==> src/design/ppm_pkg.sv <==
package ppm_pkg;

    localparam int TIME_W    = 32;
    localparam int REG_W     = 20;
    localparam int GAP_OUT_W = 28;
    localparam int CFG_IDX_W = 2;

    // channel slots per frame, sized to the slot_index and next_channel fields
    localparam int CHANNELS  = 4;

    // gap classes
    localparam logic [1:0] CLS_SYNC  = 2'd0;
    localparam logic [1:0] CLS_PULSE = 2'd1;
    localparam logic [1:0] CLS_SHORT = 2'd2;
    localparam logic [1:0] CLS_LONG  = 2'd3;

    // register indexes
    localparam logic [CFG_IDX_W-1:0] REG_SYNC_MIN  = 2'd0;
    localparam logic [CFG_IDX_W-1:0] REG_PULSE_MIN = 2'd1;
    localparam logic [CFG_IDX_W-1:0] REG_PULSE_MAX = 2'd2;

    localparam logic [REG_W-1:0] SYNC_MIN_RST  = 20'd30000;
    localparam logic [REG_W-1:0] PULSE_MIN_RST = 20'd8000;
    localparam logic [REG_W-1:0] PULSE_MAX_RST = 20'd22000;

    typedef struct packed {
        logic [REG_W-1:0] sync_min_us;
        logic [REG_W-1:0] pulse_min_us;
        logic [REG_W-1:0] pulse_max_us;
    } ppm_cfg_t;

    typedef struct packed {
        logic [GAP_OUT_W-1:0] gap_us;
        logic [1:0]           gap_class;
        logic                 slot_written;
        logic [1:0]           slot_index;
        logic [2:0]           next_channel;
        logic                 frame_done;
        logic [TIME_W-1:0]    frames_seen;
        logic [TIME_W-1:0]    edges_seen;
    } ppm_result_t;

    // number of trailing zero bits of a positive constant, counting at most ten
    function automatic int ppm_tz(input int value);
        int n;
        int v;
        n = 0;
        v = value;
        for (int i = 0; i < 10; i++) begin
            if (v[0] == 1'b0) begin
                n = n + 1;
                v = v >> 1;
            end
        end
        return n;
    endfunction

endpackage

==> src/design/ppm_gap_unit.sv <==
module ppm_gap_unit
    import ppm_pkg::*;
#(
    parameter int TICKS_PER_US = 24
) (
    input  logic              aclk,
    input  logic              aresetn,
    input  logic              en,
    input  logic              in_valid,
    input  logic [TIME_W-1:0] capture_time,
    output logic              out_valid,
    output logic [TIME_W-1:0] gap
);

    // divide by 2^K * D_ODD: shift out K bits, then exact reciprocal multiply
    localparam int K     = ppm_tz(TICKS_PER_US);
    localparam int D_ODD = TICKS_PER_US >> K;
    localparam int N     = TIME_W - K;
    localparam int L     = $clog2(D_ODD);
    localparam longint unsigned MUL_FULL = ((64'd1 << (N + L)) / D_ODD) + 64'd1;
    localparam logic [N:0] MUL_C = MUL_FULL[N:0];

    logic [TIME_W-1:0] prev_reg;
    logic              s1_valid_reg;
    logic [TIME_W-1:0] s1_ticks_reg;
    logic              s2_valid_reg;
    logic [2*N:0]      s2_prod_reg;

    logic [TIME_W-1:0] ticks_next;
    logic [N-1:0]      ticks_hi;
    logic [2*N:0]      prod_next;
    logic [2*N:0]      quot_full;

    assign ticks_next = capture_time - prev_reg;
    assign ticks_hi   = s1_ticks_reg[TIME_W-1:K];
    assign prod_next  = {{(N+1){1'b0}}, ticks_hi} * {{N{1'b0}}, MUL_C};
    assign quot_full  = s2_prod_reg >> (N + L);

    always_ff @(posedge aclk) begin
        if (!aresetn) begin
            prev_reg     <= '0;
            s1_valid_reg <= 1'b0;
            s2_valid_reg <= 1'b0;
        end else if (en) begin
            s1_valid_reg <= in_valid;
            s2_valid_reg <= s1_valid_reg;
            if (in_valid) begin
                prev_reg <= capture_time;
            end
        end
    end

    always_ff @(posedge aclk) begin
        if (en) begin
            s1_ticks_reg <= ticks_next;
            s2_prod_reg  <= prod_next;
        end
    end

    assign out_valid = s2_valid_reg;
    assign gap       = quot_full[TIME_W-1:0];

endmodule

==> src/design/ppm_frame_tracker.sv <==
module ppm_frame_tracker
    import ppm_pkg::*;
(
    input  logic              aclk,
    input  logic              aresetn,
    input  logic              en,
    input  logic              in_valid,
    input  logic [TIME_W-1:0] gap,
    input  ppm_cfg_t          cfg,
    output logic              out_valid,
    output ppm_result_t       result
);

    localparam int CW = $clog2(CHANNELS + 1);

    logic [CW-1:0]     chan_reg;
    logic [CW-1:0]     chan_next;
    logic [TIME_W-1:0] frames_reg;
    logic [TIME_W-1:0] frames_next;
    logic [TIME_W-1:0] edges_reg;
    logic [TIME_W-1:0] edges_next;
    logic              valid_reg;
    ppm_result_t       res_reg;
    ppm_result_t       res_next;

    logic [CW+2:0]     cur_ext;
    logic [CW+2:0]     nxt_ext;
    logic              is_sync;
    logic              in_range;
    logic              too_short;

    assign is_sync   = gap > {{(TIME_W-REG_W){1'b0}}, cfg.sync_min_us};
    assign too_short = gap < {{(TIME_W-REG_W){1'b0}}, cfg.pulse_min_us};
    assign in_range  = !too_short && (gap <= {{(TIME_W-REG_W){1'b0}}, cfg.pulse_max_us});
    assign cur_ext   = {3'b000, chan_reg};

    always_comb begin
        chan_next              = chan_reg;
        frames_next            = frames_reg;
        edges_next             = edges_reg + TIME_W'(1);
        res_next.gap_us        = gap[GAP_OUT_W-1:0];
        res_next.slot_written  = 1'b0;
        res_next.slot_index    = 2'b00;
        res_next.frame_done    = 1'b0;
        if (is_sync) begin
            res_next.gap_class = CLS_SYNC;
            if (chan_reg != '0) begin
                frames_next         = frames_reg + TIME_W'(1);
                res_next.frame_done = 1'b1;
            end
            chan_next = '0;
        end else if (in_range) begin
            res_next.gap_class = CLS_PULSE;
            if (chan_reg < CW'(CHANNELS)) begin
                res_next.slot_written = 1'b1;
                res_next.slot_index   = cur_ext[1:0];
                chan_next             = chan_reg + CW'(1);
            end
        end else if (too_short) begin
            res_next.gap_class = CLS_SHORT;
        end else begin
            res_next.gap_class = CLS_LONG;
        end
        nxt_ext               = {3'b000, chan_next};
        res_next.next_channel = nxt_ext[2:0];
        res_next.frames_seen  = frames_next;
        res_next.edges_seen   = edges_next;
    end

    always_ff @(posedge aclk) begin
        if (!aresetn) begin
            chan_reg   <= '0;
            frames_reg <= '0;
            edges_reg  <= '0;
            valid_reg  <= 1'b0;
        end else if (en) begin
            valid_reg <= in_valid;
            if (in_valid) begin
                chan_reg   <= chan_next;
                frames_reg <= frames_next;
                edges_reg  <= edges_next;
            end
        end
    end

    always_ff @(posedge aclk) begin
        if (en && in_valid) begin
            res_reg <= res_next;
        end
    end

    assign out_valid = valid_reg;
    assign result    = res_reg;

endmodule

==> src/design/ppm_frame_decoder.sv <==
// PPM frame decoder: each request on the s_ side carries one 32-bit timer
// value captured at a rising edge of the PPM signal. The block takes the
// modulo-2^32 interval from the previous edge (from zero after reset),
// divides it by TICKS_PER_US, and classes it as a frame sync (strictly above
// sync_min_us), a channel pulse (within pulse_min_us..pulse_max_us), too short
// or too long. Pulses fill channel slots in order until CHANNELS are taken; a
// sync closes the frame and restarts at channel 0, counting the frame only if
// at least one channel was seen. One result request leaves for every edge.
// The block takes one edge per clock unless m_tready holds a full output
// register; each edge passes through a subtract stage, a reciprocal multiply
// stage for the divide, and the classify / count stage that feeds the output
// register. The whole pipe advances together whenever the output register is
// empty or being taken. Configuration writes go through the cfg_ port, which
// is always ready; write registers only while no edge is in flight.
module ppm_frame_decoder
    import ppm_pkg::*;
#(
    parameter int TICKS_PER_US = 24
) (
    input  logic                 aclk,
    input  logic                 aresetn,

    // input edge stream
    input  logic                 s_tvalid,
    output logic                 s_tready,
    input  logic [31:0]          s_tdata,   // [31:0] capture_time

    // result stream
    output logic                 m_tvalid,
    input  logic                 m_tready,
    output logic [103:0]         m_tdata,   // [27:0] gap_us, [29:28] slot_index,
                                            // [32:30] next_channel,
                                            // [64:33] frames_seen,
                                            // [96:65] edges_seen, rest zero
    output logic [2:0]           m_tuser,   // [1:0] gap_class, [2] slot_written
    output logic                 m_tlast,   // frame_done

    // register writes
    input  logic                 cfg_valid,
    output logic                 cfg_ready,
    input  logic [CFG_IDX_W-1:0] cfg_index,
    input  logic [REG_W-1:0]     cfg_data
);

    logic              pipe_en;
    logic              gap_valid;
    logic [TIME_W-1:0] gap;
    logic              res_valid;
    ppm_result_t       res;
    ppm_cfg_t          cfg_reg;

    // whole pipe moves when the output slot frees up
    assign pipe_en   = !res_valid || m_tready;
    assign s_tready  = pipe_en;
    assign cfg_ready = 1'b1;

    // configuration registers, unknown indexes are dropped
    always_ff @(posedge aclk) begin
        if (!aresetn) begin
            cfg_reg.sync_min_us  <= SYNC_MIN_RST;
            cfg_reg.pulse_min_us <= PULSE_MIN_RST;
            cfg_reg.pulse_max_us <= PULSE_MAX_RST;
        end else if (cfg_valid) begin
            case (cfg_index)
                REG_SYNC_MIN:  cfg_reg.sync_min_us  <= cfg_data;
                REG_PULSE_MIN: cfg_reg.pulse_min_us <= cfg_data;
                REG_PULSE_MAX: cfg_reg.pulse_max_us <= cfg_data;
                default: ;
            endcase
        end
    end

    // interval and tick-to-microsecond conversion
    ppm_gap_unit #(
        .TICKS_PER_US (TICKS_PER_US)
    ) u_gap (
        .aclk         (aclk),
        .aresetn      (aresetn),
        .en           (pipe_en),
        .in_valid     (s_tvalid),
        .capture_time (s_tdata),
        .out_valid    (gap_valid),
        .gap          (gap)
    );

    // classification, channel slots and counters
    ppm_frame_tracker u_track (
        .aclk      (aclk),
        .aresetn   (aresetn),
        .en        (pipe_en),
        .in_valid  (gap_valid),
        .gap       (gap),
        .cfg       (cfg_reg),
        .out_valid (res_valid),
        .result    (res)
    );

    assign m_tvalid = res_valid;
    assign m_tdata  = {7'd0, res.edges_seen, res.frames_seen, res.next_channel,
                       res.slot_index, res.gap_us};
    assign m_tuser  = {res.slot_written, res.gap_class};
    assign m_tlast  = res.frame_done;

endmodule
==> config.mk <==
export PLATFORM = sky130hd
export DESIGN_NAME = ppm_frame_decoder
export DESIGN_NICKNAME = d
export VERILOG_FILES = /design/src/design/ppm_pkg.sv /design/src/design/ppm_gap_unit.sv /design/src/design/ppm_frame_tracker.sv /design/src/design/ppm_frame_decoder.sv
export SDC_FILE = /design/constraint.sdc
export NUM_CORES = 1
export LEC_CHECK = 0
export ABC_AREA = 1
export BUFFER_PORTS_ARGS = -buffer_cell sky130_fd_sc_hd__buf_2
export CORE_UTILIZATION = 45
export DETAILED_ROUTE_END_ITERATION = 10
export SLEW_MARGIN = 25
export SYNTH_ARGS = -nofsm -noshare
export SYNTH_HDL_FRONTEND = slang
export SYNTH_SLANG_ARGS = --single-unit
==> constraint.sdc <==
create_clock -name aclk -period 6.7 [get_ports aclk]
set_input_delay 1.005 -clock aclk [delete_from_list [all_inputs] [get_ports aclk]]
set_output_delay 1.005 -clock aclk [all_outputs]
set_load 0.1 [all_outputs]
Word-level counts from Yosys, hierarchy flattened
Cells that the tools add are included.

Bits of input ports: 59. Logic and storage cells: 58. Bits in registers: 354.

Bitwise operators: 2. Equality and inequality tests: 2. Reductions and logical operators: 15. $lt $le $gt $ge: 4. Add/subtract/negate cells: 4. Multipliers: 1. Multiplexer cells: 9.

Operator list (number): 32-bit by 1-bit adder with 32-bit output, second input constant (2); 32-bit two-way mux (2); 29-bit by 30-bit multiplier with 59-bit output, second input constant (1); 32-bit subtractor (1); 28-bit by 20-bit > comparator with 1-bit output (1); 28-bit by 20-bit <= comparator with 1-bit output (1); 28-bit by 20-bit < comparator with 1-bit output (1); 3-bit two-way mux (4); 2-bit AND reduction (5); 2-bit OR reduction (2); 3-bit by 1-bit adder with 3-bit output, second input constant (1); 3-bit < comparator, second input constant (1); 1-bit two-way mux (3); 3-bit nonzero test (1); 3-bit OR reduction (1); 2-bit by 1-bit equality test with 1-bit output, second input constant (1); 2-bit equality test, second input constant (1); 1-bit logical AND (2); 1-bit logical NOT (2); 2-bit logical NOT (1); 1-bit NOT (2); 1-bit logical OR (1).

Logic depth before layout (Yosys ltp)
Gate-level depths: netlist of run 1.

Depth after elaboration: 5. Mapped depth: 29. Mapped depth without buffers: 28.

Cells and area by module
Synthesis of run 1 repeated with hierarchy kept, for this count alone.

Cells, all modules: 3900. Area, all modules: 30013.8 um^2.

Modules (own cells, without submodules): ppm_gap_unit (times used 1, seq. area each 2392.3 um^2, cells each 2327, area an instance 17738.3 um^2); ppm_frame_tracker (times used 1, seq. area each 4394.2 um^2, cells each 1213, area an instance 9696.8 um^2); ppm_frame_decoder (times used 1, seq. area each 1201.2 um^2, cells each 360, area an instance 2578.7 um^2).

Worst setup path after synthesis of run 1
Ideal clock, no wire load.

Path kind: reg-to-reg. Start point: reg u_gap.s1_ticks_reg[28]. End point: reg u_gap.s2_prod_reg[53] (data pin). Buffers on the path: 0. Setup time: 253 ps. Path slack: 359 ps. Arrival: 6088 ps. Required time: 6447 ps. Cell stages (with the launch flop): 26. Path through: edfxtp_1 -> ha_1 -> inv_1 -> fa_1 -> fa_1 -> inv_1 -> fa_1 -> inv_1 -> fa_1 -> inv_1 -> fa_1 -> inv_1 -> fa_1 -> inv_1 -> ha_1 -> ha_1 -> nand2_1 -> nor2_1 -> inv_1 -> nor2_1 -> inv_1 -> or2_2 -> nand2_1 -> nand2_1 -> nand4_1 -> nand2_1.

Longest elaborated chain between the ends: 1.

RTL lines: from (decl) (RTL line ppm_gap_unit.sv:25) `logic [TIME_W-1:0] s1_ticks_reg;`; from (signal assigned) (RTL line ppm_gap_unit.sv:55) `s1_ticks_reg <= ticks_next;`; 29-bit by 30-bit multiplier with 59-bit output (RTL line ppm_gap_unit.sv:36) `assign prod_next = {{(N+1){1'b0}}, ticks_hi} * {{N{1'b0}}, MUL_C};`; net u_gap.prod_next[53] (RTL line ppm_gap_unit.sv:31) `logic [2*N:0] prod_next;`; to (signal assigned) (RTL line ppm_gap_unit.sv:56) `s2_prod_reg <= prod_next;`; to (decl) (RTL line ppm_gap_unit.sv:27) `logic [2*N:0] s2_prod_reg;`.

The timed path passes the listed nets, and every way through them passes these cells. A chain may end at the register's enable or synchronous reset.

Final worst setup path of run 1
Start point: reg u_gap.s1_ticks_reg[5]. End point: reg u_gap.s2_prod_reg[53] (data pin).

Same word-level chain as after synthesis.

==> results of run 1 <==
-- what timing repair did --
action	in CTS	in global routing
gates resized for setup	2	67
hold endpoints to repair	0	0
pin swaps	0	10
setup endpoints to repair	3	28
buffers inserted	0	11
gates cloned	0	0
-- area by class of cell --
class                           instances  area share, %
Clock inverter                         23          0.900
Inverter                              682           7.94
Sequential cell                       320           24.8
Timing Repair Buffer                  254           4.70
Clock buffer                           49           3.37
Tap cell                              837           3.25
Multi-Input combinational cell       2366           55.1
-- kinds of logic after synthesis --
group,share of synthesized area [%]
other cells,0.0264
xor+xnor,3.42
buf+inv,10.2
flops,28.1
simple gates,15.6
fa+ha+maj,31.0
compound gates,11.6
-- per-layer routing --
metal  part of all wire, %  wire length (µm)
met1                    45             32800
met2                    47             34700
met4                   3.0              2190
met3                   4.7              3430
met5                     0                 0
-- worst min path at each step --
stage	startpoint	to	slack (ps)	cells past startpoint
finish	u_gap.s2_prod_reg[53]	u_track.result[95]	450	0
CTS	u_gap.s2_prod_reg[53]	u_track.result[95]	450	0
detailed placement	u_gap.s2_prod_reg[53]	u_track.result[95]	440	0
global placement	u_gap.s2_prod_reg[53]	u_track.result[95]	440	0
floorplan	u_gap.s2_prod_reg[31]	u_track.result[73]	430	0
global route	u_gap.s2_prod_reg[53]	u_track.result[95]	470	0
-- stage by stage --
stage / area, µm² / util [%] / worst slack (ps) / cells / TNS, ps
finish: 32200 / 52.0 / 274 / 4531 / 0
global route: 32200 / 52.0 / -9.47 / 4531 / -9.77
CTS: 32000 / 51.5 / 12.2 / 4520 / 0
detailed placement: 30600 / 49.3 / -90.5 / 4448 / -237
global placement: 30600 / 49.3 / -42.9 / 4448 / -42.9
floorplan: 28400 / - / 359 / 3440 / 0
-- placed cells by master (no fill, tap or decap), types with 17 or more instances in the layout --
master,n
nand4_1,37
buf_4,92
ha_1,366
xnor2_1,29
o21ai_0,215
dfxtp_1,162
inv_1,670
a21oi_1,254
nor3_1,33
o211ai_1,24
buf_2,161
clkbuf_16,41
xor2_1,81
nand3_1,113
o21ai_1,23
nand2_1,546
o21bai_1,25
nor2_2,17
nor2_1,269
a21o_1,19
fa_1,200
edfxtp_1,158
==> reports/results.txt, run 1 <==
Status: complete, no violations
GR peak layer: met2
Clock latency on the worst-skew pair: 570 ps
Multi-input logic area: 17800 µm²
Slew headroom: 31.3%
Hold_ws: 451 ps
Commonest cells post-synth: 678 x inv_1, 548 x nand2_1, 377 x ha_1, 285 x nor2_1, 262 x a21oi_1
Distinct cells, synth: 50
Port Buffers: 161
H-tree Lvls: 2
Final Max Tran Viols: 0
Yosys top cell area share: 16.7%
CP bufs+invs: 4
Largest area contributor in the netlist: edfxtp_1
Most common flop cell mapped by yosys: dfxtp_1
Synth area leaders: edfxtp_1 17%, ha_1 17%, fa_1 14%
Post-route ant nets: 0
Worst-path cell chain: ha_1 > ha_1 > inv_1 > fa_1 > fa_1 > buf_4 > xnor2_1 > ha_1 > fa_1 > fa_1 > fa_1 > ha_1 > nand2_1 > nor2_1 > inv_1 > nor2_1 > nand3_1 > or2_2 > o211ai_1 > buf_4 > nand3_1 > nand4_1 > nand2_1
Vias in the first global route: 21900
GRT Util Overall: 23.1%
Die area: 64100 µm²
Vias post-DR: 22600
# setup viols final: 0
Slowest cell on crit path: fa_1
Slew @ Worst Pin: 1030 ps
GPL Wtd Cong: 1.00
Crit-path leading delay family: adder cells
Critical Path AT: 6750 ps
Boundary pin count: 170
Final nets: 4303
Min cycle time layout: 6430 ps
Final Cycle Share: 95.9%
Crit path depth: 23
Antenna violations before repair: 0
Achievable frequency: 156 MHz
Flops & latches, synth: 320
CTS tree: yes
RR Startpoint: u_gap.s1_ticks_reg[5]
Largest net degree at the start of global routing: 101
FP Rows: 91
Crit Path Max Fanout: 5
GR Util met1: 30.5%
Critical Path Source: u_gap.s1_ticks_reg[5]
Global route overflow: 0
Drt pass-1 iters: 6
Synthesized area: 28400 µm²
Hold Crit Class: reg2reg
Max-Cap Viols: 0
Skew final: 25.6 ps
Share of layout cells above drive strength 1: 10.9%
# diodes: 0
First-pass GRT wire length: 116 mm
Required time of the critical path: 7030 ps
DP Wirelength: 60.0 mm
Crit path to: u_gap.s2_prod_reg[53]
Post-Route WL: 73.1 mm
CTS Buf Count: 39
Placeable Area: 62100 µm²
GR Util met3: 3.13%
Avg Cell Area, Syn: 8.27 µm²
Path depth of the worst reg2reg path: 23
Clk sinks: 320
CP Class: reg2reg
CP Capture Type: register
Seq/Total Area, Yosys: 28.1%
Critical Path Max Stage Delay: 660 ps
Die H: 253 µm
Most common cell on crit path: fa_1
Storage element area: 7990 µm²
EDFF count, synth: 158
Cts hold-fix bufs: 0
Most frequent cell after synthesis: inv_1
DR iter-0 viols: 1189
CTS clk-pin slew, worst paths: 70 ps
Residual DRC: 0
Fillers: 5937
CP startpoint kind: register
Starting density of the core: 45.8%
Die width: 253 µm
Area growth from synthesis to layout: 13.6%
Worst R2R Setup Slack: 270 ps
Async set-reset flop share out of synthesis: 0%
Reg2reg end: u_gap.s2_prod_reg[53]
Post-Syn Instances: 3434
Post-DR wirelength/cell: 16.1 µm
Root Buffer: clkbuf_16
Synth Warn #: 0
Max FFs per register: 101
Clock buffer depth: 3
Fin. Hold Viols: 0
Vias per Instance: 5.00
M2 GR Usage: 38.9%
Power of run 1 is not shown: default switching activity piles up to over one toggle a cycle in this logic, so the estimate is an artifact.
==> run 2, diff against run 1 <==
- RECOVER_POWER: unset -> 25
==> run 2 against run 1 <==
The run now ends with capacitance limit, slew limit left. Fmax is essentially flat. Register-to-register slack about the same. Global-route usage stayed put. Non-clock buffer count stayed put. Critical path depth unchanged. Design area shrank 0.13%. Setup slack hardly changed. Hold slack unchanged. First-iteration DRC count up 0.84%. Clock-buffer cell count did not move. Clock skew is essentially flat.
==> reports/results.txt, run 2 (synthesized netlist as in run 1, its figures left out) <==
FP Rows: 91 (unchanged)
Final Max Tran Viols: 224 (was 0)
CTS tree: yes (unchanged)
Top routing layer in use: met4 (unchanged)
Antenna violations before repair: 0 (unchanged)
CTS clk-pin slew, worst paths: 70 ps (about the same)
CTS Buf Count: 39 (unchanged)
Max FFs per register: 101 (unchanged)
Most frequent cells in the layout: 670 x inv_1, 548 x nand2_1, 366 x ha_1 (was 670 x inv_1, 546 x nand2_1, 366 x ha_1)
Root Buffer: clkbuf_16 (unchanged)
First-pass GRT wire length: 116 mm (unchanged)
Placeable Area: 62100 µm² (unchanged)
Final core occ: 51.9% (was 52.0%)
Crit-path leading delay family: adder cells (unchanged)
Die H: 253 µm (unchanged)
# setup viols final: 0 (unchanged)
# diodes: 0 (unchanged)
Share of layout cells above drive strength 1: 10.6% (was 10.9%)
Required time of the critical path: 7030 ps (about the same)
Achievable frequency: 156 MHz (about the same)
Residual DRC: 0 (unchanged)
Hold Crit Class: reg2reg (unchanged)
Die area: 64100 µm² (unchanged)
Vias per Instance: 4.99 (was 5.00)
DP Wirelength: 60.0 mm (unchanged)
Starting density of the core: 45.8% (unchanged)
Slew @ Worst Pin: 4310 ps (was 1030 ps)
Status: complete, but fails checks (was complete, no violations)
Slew headroom: -187% (was 31.3%)
GRT Util Overall: 23.1% (unchanged)
Post-Route WL: 73.1 mm (about the same)
Critical Path Max Stage Delay: 660 ps (about the same)
Place WS: -90.5 ps (unchanged)
Met3 WL: 3.47 mm (was 3.43 mm)
CP bufs+invs: 4 (unchanged)
Cts hold-fix bufs: 0 (unchanged)
Post-DR wirelength/cell: 16.1 µm (about the same)
CP Class: reg2reg (unchanged)
Fin. Hold Viols: 0 (unchanged)
Worst-path cell chain: ha_1 > ha_1 > inv_1 > fa_1 > fa_1 > buf_4 > xnor2_1 > ha_1 > fa_1 > fa_1 > fa_1 > ha_1 > nand2_1 > nor2_1 > inv_1 > nor2_1 > nand3_1 > or2_2 > o211ai_1 > buf_4 > nand3_1 > nand4_1 > nand2_1 (unchanged)
Met2 WL post-DR: 34.7 mm (about the same)
Min cycle time layout: 6430 ps (about the same)
Global route overflow: 0 (unchanged)
Final nets: 4303 (unchanged)
Critical Path AT: 6750 ps (about the same)
Setup ws final: 274 ps (about the same)
Post-route met1 wirelength: 32.8 mm (about the same)
CP Capture Type: register (unchanged)
Slowest cell on crit path: fa_1 (unchanged)
Crit Path Max Fanout: 5 (unchanged)
Clock buffer depth: 3 (unchanged)
Vias in the first global route: 21900 (unchanged)
Drt pass-1 iters: 6 (unchanged)
Clk sinks: 320 (unchanged)
Commonest non-fill, non-tap cell in the layout: inv_1 (unchanged)
Max-Cap Viols: 3 (was 0)
CP startpoint kind: register (unchanged)
Final Cycle Share: 95.9% (about the same)
Port Buffers: 161 (unchanged)
DR iter-0 viols: 1199 (was 1189)
GPL Wtd Cong: 1.00 (unchanged)
Post-route ant nets: 0 (unchanged)
Area growth from synthesis to layout: 13.4% (was 13.6%)
Largest net degree at the start of global routing: 101 (unchanged)
Clock latency on the worst-skew pair: 570 ps (about the same)
Skew final: 25.1 ps (was 25.6 ps)
Die width: 253 µm (unchanged)
H-tree Lvls: 2 (unchanged)
Failing checks: capacitance limit, slew limit
Boundary pin count: 170 (unchanged)
Most common cell on crit path: fa_1 (unchanged)
Vias post-DR: 22600 (about the same)
## run 2: cell types whose count changed in the layout (fill, tap and decap cells not counted), moves of 2 or more
cell,delta
buf_2,-2
nor2_1,+3
nor2_4,-2
clkbuf_1,+5
nand2_2,-2
nand2_1,+2
buf_4,-3
## run 2: layout make-up
cell class / instances / area (µm²)
fillers: 5945 / 29900
multi-input cells: 2366 / 17700
flip-flops and latches: 320 / 7990
inverters: 682 / 2560
repair buffers: 254 / 1500
clock buffers: 49 / 1090
well taps: 837 / 1050
clock inverters: 23 / 290
## run 2: metal layers
metal,vias up,track usage (%)
met5,-,0
met4,0,7.27
met3,93,3.13
met2,449,38.9
met1,10500,30.5
li1,11600,-
## run 2: worst paths after layout
path / endpoint / slack, ps / cells after the start / startpoint
worst max-delay path: u_gap.s2_prod_reg[53] / 270 / 23 / u_gap.s1_ticks_reg[5]
worst max register to register: u_gap.s2_prod_reg[53] / 270 / 23 / u_gap.s1_ticks_reg[5]
worst min register to register: u_track.result[95] / 450 / 0 / u_gap.s2_prod_reg[53]
worst min-delay path: u_track.result[95] / 450 / 0 / u_gap.s2_prod_reg[53]
## run 2: timing repair
| item | CTS | global route |
|---|---|---|
| pin swaps | 0 | 10 |
| gates resized for setup | 2 | 67 |
| cloned | 0 | 0 |
| setup buffers | 0 | 11 |
| setup endpoints to repair | 3 | 28 |
## run 2: per-stage QoR
step	instance area [µm²]	hold slack [ps]	std cells	setup TNS (ps)
4_1_cts	32000	450	4520	0
6_report	32200	451	4531	0
3_5_place_dp	30600	437	4448	-237
5_1_grt	32200	470	4531	-9.77
3_3_place_gp	30600	440	4448	-42.9
2_1_floorplan	28400	426	3440	0
Power of run 2 is left out for the same reason.
==> run 3, diff against run 2 <==
- CTS_CLUSTER_SIZE: unset -> 40
- SYNTH_HIERARCHICAL: unset -> 1
==> run 3 against run 2 <==
The run still ends with capacitance limit, slew limit left. Via count rose by 7.4%. Register-to-register slack improved by 30 ps. Synthesized area rose by 5.7%. Die area rose by 5.7%. Critical path depth rose by 1. Wire length rose by 6.6%. Design area rose by 2.7%. Global-route usage barely moved. Highest routed layer unchanged.
==> reports/results.txt, run 3 <==
Root Buffer: clkbuf_16 (unchanged)
DR iter-0 viols: 1317 (was 1199)
Fin. Hold Viols: 0 (unchanged)
Min cycle time layout: 6400 ps (was 6430 ps)
CTS Buf Count: 39 (unchanged)
Status: complete, but fails checks (unchanged)
Starting density of the core: 45.6% (was 45.8%)
Global route overflow: 0 (unchanged)
Clk sinks: 320 (unchanged)
CTS clk-pin slew, worst paths: 60 ps (was 70 ps)
Required time of the critical path: 7010 ps (was 7030 ps)
FP Rows: 94 (was 91)
Flops & latches, synth: 320 (unchanged)
Yosys top cell area share: 15.8% (was 16.7%)
Most frequent cells in the layout: 930 x nand2_1, 826 x inv_1, 372 x ha_1 (was 670 x inv_1, 548 x nand2_1, 366 x ha_1)
Cts hold-fix bufs: 0 (unchanged)
Share of layout cells above drive strength 1: 8.10% (was 10.6%)
Seq/Total Area, Yosys: 26.6% (was 28.1%)
TNS Setup: 0 ps (unchanged)
H-tree Lvls: 2 (unchanged)
GRT Util Overall: 23.1% (about the same)
Most frequent cell after synthesis: nand2_1 (was inv_1)
Crit Path Max Fanout: 4 (was 5)
Multi-input logic area: 18500 µm² (was 17700 µm²)
Synth Warn #: 6 (was 0)
Failing checks: capacitance limit, slew limit (unchanged)
GPL Wtd Cong: 0.959 (was 1.00)
Slew @ Worst Pin: 2990 ps (was 4310 ps)
Synthesized area: 30000 µm² (was 28400 µm²)
Largest net degree at the start of global routing: 72 (was 101)
Hold Crit Class: reg2reg (unchanged)
First-pass GRT wire length: 123 mm (was 116 mm)
RSZ-0062 raised after global routing: no
Synth area leaders: edfxtp_1 16%, ha_1 16%, fa_1 13% (was edfxtp_1 17%, ha_1 17%, fa_1 14%)
Storage element area: 7990 µm² (unchanged)
CP Capture Type: register (unchanged)
Residual DRC: 0 (unchanged)
Clock buffer depth: 3 (unchanged)
Die H: 260 µm (was 253 µm)
Commonest non-fill, non-tap cell in the layout: nand2_1 (was inv_1)
Final nets: 4705 (was 4303)
Post-Route WL: 77.9 mm (was 73.1 mm)
Boundary pin count: 170 (unchanged)
Critical Path Source: u_gap/s1_ticks_reg[17] (was u_gap.s1_ticks_reg[5])
Vias post-DR: 24300 (was 22600)
Post-DR wirelength/cell: 15.7 µm (was 16.1 µm)
Antenna violations before repair: 0 (unchanged)
Distinct cells, synth: 48 (was 50)
RR Startpoint: u_gap/s1_ticks_reg[17] (was u_gap.s1_ticks_reg[5])
Area growth from synthesis to layout: 10.2% (was 13.4%)
# setup viols final: 0 (unchanged)
EDFF count, synth: 158 (unchanged)
Largest area contributor in the netlist: edfxtp_1 (unchanged)
Drt pass-1 iters: 5 (was 6)
Critical Path AT: 6700 ps (was 6750 ps)
Die width: 260 µm (was 253 µm)
Max-Cap Viols: 4 (was 3)
Fillers: 6645 (was 5945)
Achievable frequency: 156 MHz (about the same)
CTS tree: yes (unchanged)
Post-Syn Instances: 3900 (was 3434)
CP startpoint kind: register (unchanged)
Final Cycle Share: 95.5% (was 95.9%)
Vias per Instance: 4.89 (was 4.99)
Post-route ant nets: 0 (unchanged)
Min-delay src: u_gap/prev_reg[12] (was u_gap.s2_prod_reg[53])
Slew headroom: -99.3% (was -187%)
Die area: 67700 µm² (was 64100 µm²)
Placeable Area: 65900 µm² (was 62100 µm²)
CP Class: reg2reg (unchanged)
Clock latency on the worst-skew pair: 570 ps (about the same)
Final Max Tran Viols: 170 (was 224)
Commonest cells post-synth: 931 x nand2_1, 827 x inv_1, 379 x ha_1, 304 x nor2_1, 219 x a21oi_1 (was 678 x inv_1, 548 x nand2_1, 377 x ha_1, 285 x nor2_1, 262 x a21oi_1)
Port Buffers: 161 (unchanged)
Most common flop cell mapped by yosys: dfxtp_1 (unchanged)
Vias in the first global route: 22900 (was 21900)
DP Wirelength: 63.8 mm (was 60.0 mm)
Skew final: 31.3 ps (was 25.1 ps)
Async set-reset flop share out of synthesis: 0% (unchanged)
Max FFs per register: 101 (unchanged)
Avg Cell Area, Syn: 7.70 µm² (was 8.27 µm²)
-- run 3: changes by cell type after synthesis, sizes merged, moves of 11 or more --
cell    delta
a21oi     -43
buf       +23
clkbuf    -11
inv      +154
nand2    +391
nand3     +35
nand4     +11
nor2      +37
o211ai    -23
o21ai     -66
xnor2     -11
-- run 3: layout make-up --
| type | instances | area share (%) |
|---|---|---|
| timing repair buffer | 202 | 3.37 |
| tap | 864 | 3.27 |
| clock buffer | 51 | 3.28 |
| multi-input combinational | 2669 | 55.9 |
| sequential | 320 | 24.1 |
| antenna | 1 | 0.00756 |
| clock inverter | 20 | 0.541 |
| inverter | 836 | 9.51 |
-- run 3: kinds of logic (layout without fill, tap and decap cells) --
family          after synthesis  in the layout  synth area share, %
other cells                   3             13               0.0375
buf+inv                     920           1109                 12.0
compound gates              443            443                 7.84
simple gates               1538           1538                 21.6
fa+ha+maj                   578            578                 29.1
xor+xnor                     98             98                 2.88
flops                       320            320                 26.6
-- run 3: stage by stage --
| step | area, µm² | hold WS, ps | util (%) | cells | setup slack [ps] |
|---|---|---|---|---|---|
| 6_report | 33100 | 457 | 50.2 | 4963 | 304 |
| 5_1_grt | 33100 | 480 | 50.2 | 4962 | 1.43 |
| 4_1_cts | 33100 | 460 | 50.2 | 4961 | 146 |
| 3_5_place_dp | 31800 | 446 | 48.3 | 4890 | 139 |
| 3_3_place_gp | 31800 | 439 | 48.3 | 4890 | 189 |
| 2_1_floorplan | 30000 | 426 | - | 3909 | 417 |
-- run 3: timing repair --
item	CTS	global route
gates resized for setup	0	26
buffers inserted	0	1
endpoints found under the setup margin	0	26
-- run 3: path summary, 6_finish.rpt --
path / endpoint / slack [ps] / depth (start not counted)
max: u_gap/s2_prod_reg[46] / 300 / 24
min: u_gap/prev_reg[12] / 460 / 2
max reg2reg: u_gap/s2_prod_reg[46] / 300 / 24
min reg2reg: u_gap/prev_reg[12] / 460 / 2
-- run 3: critical path, stage by stage (launching register included) --
cell      delay, ps
edfxtp_1        420
ha_1            330
inv_1           120
fa_1            450
inv_1           130
fa_2            510
fa_1            560
inv_1            60
fa_1            510
inv_1            60
fa_1            530
inv_1            60
fa_1            560
inv_1            60
fa_1            390
ha_1            360
nand2_2         110
nor2_2          160
inv_1           100
nor2_2          160
nand2_1         100
nor3_2          110
nand2_1          80
nand4_1         140
nand2_1          70
-- run 3: per-layer routing --
metal  vias up  global-route usage, %  share of wire (%)
li1      12500                      -                  -
met1     11200                   31.6                 46
met2       421                   38.7                 48
met3        83                   2.46                3.7
met4         0                   6.09                2.4
met5         -                      0                  0
Power of run 3 is left out for the same reason.
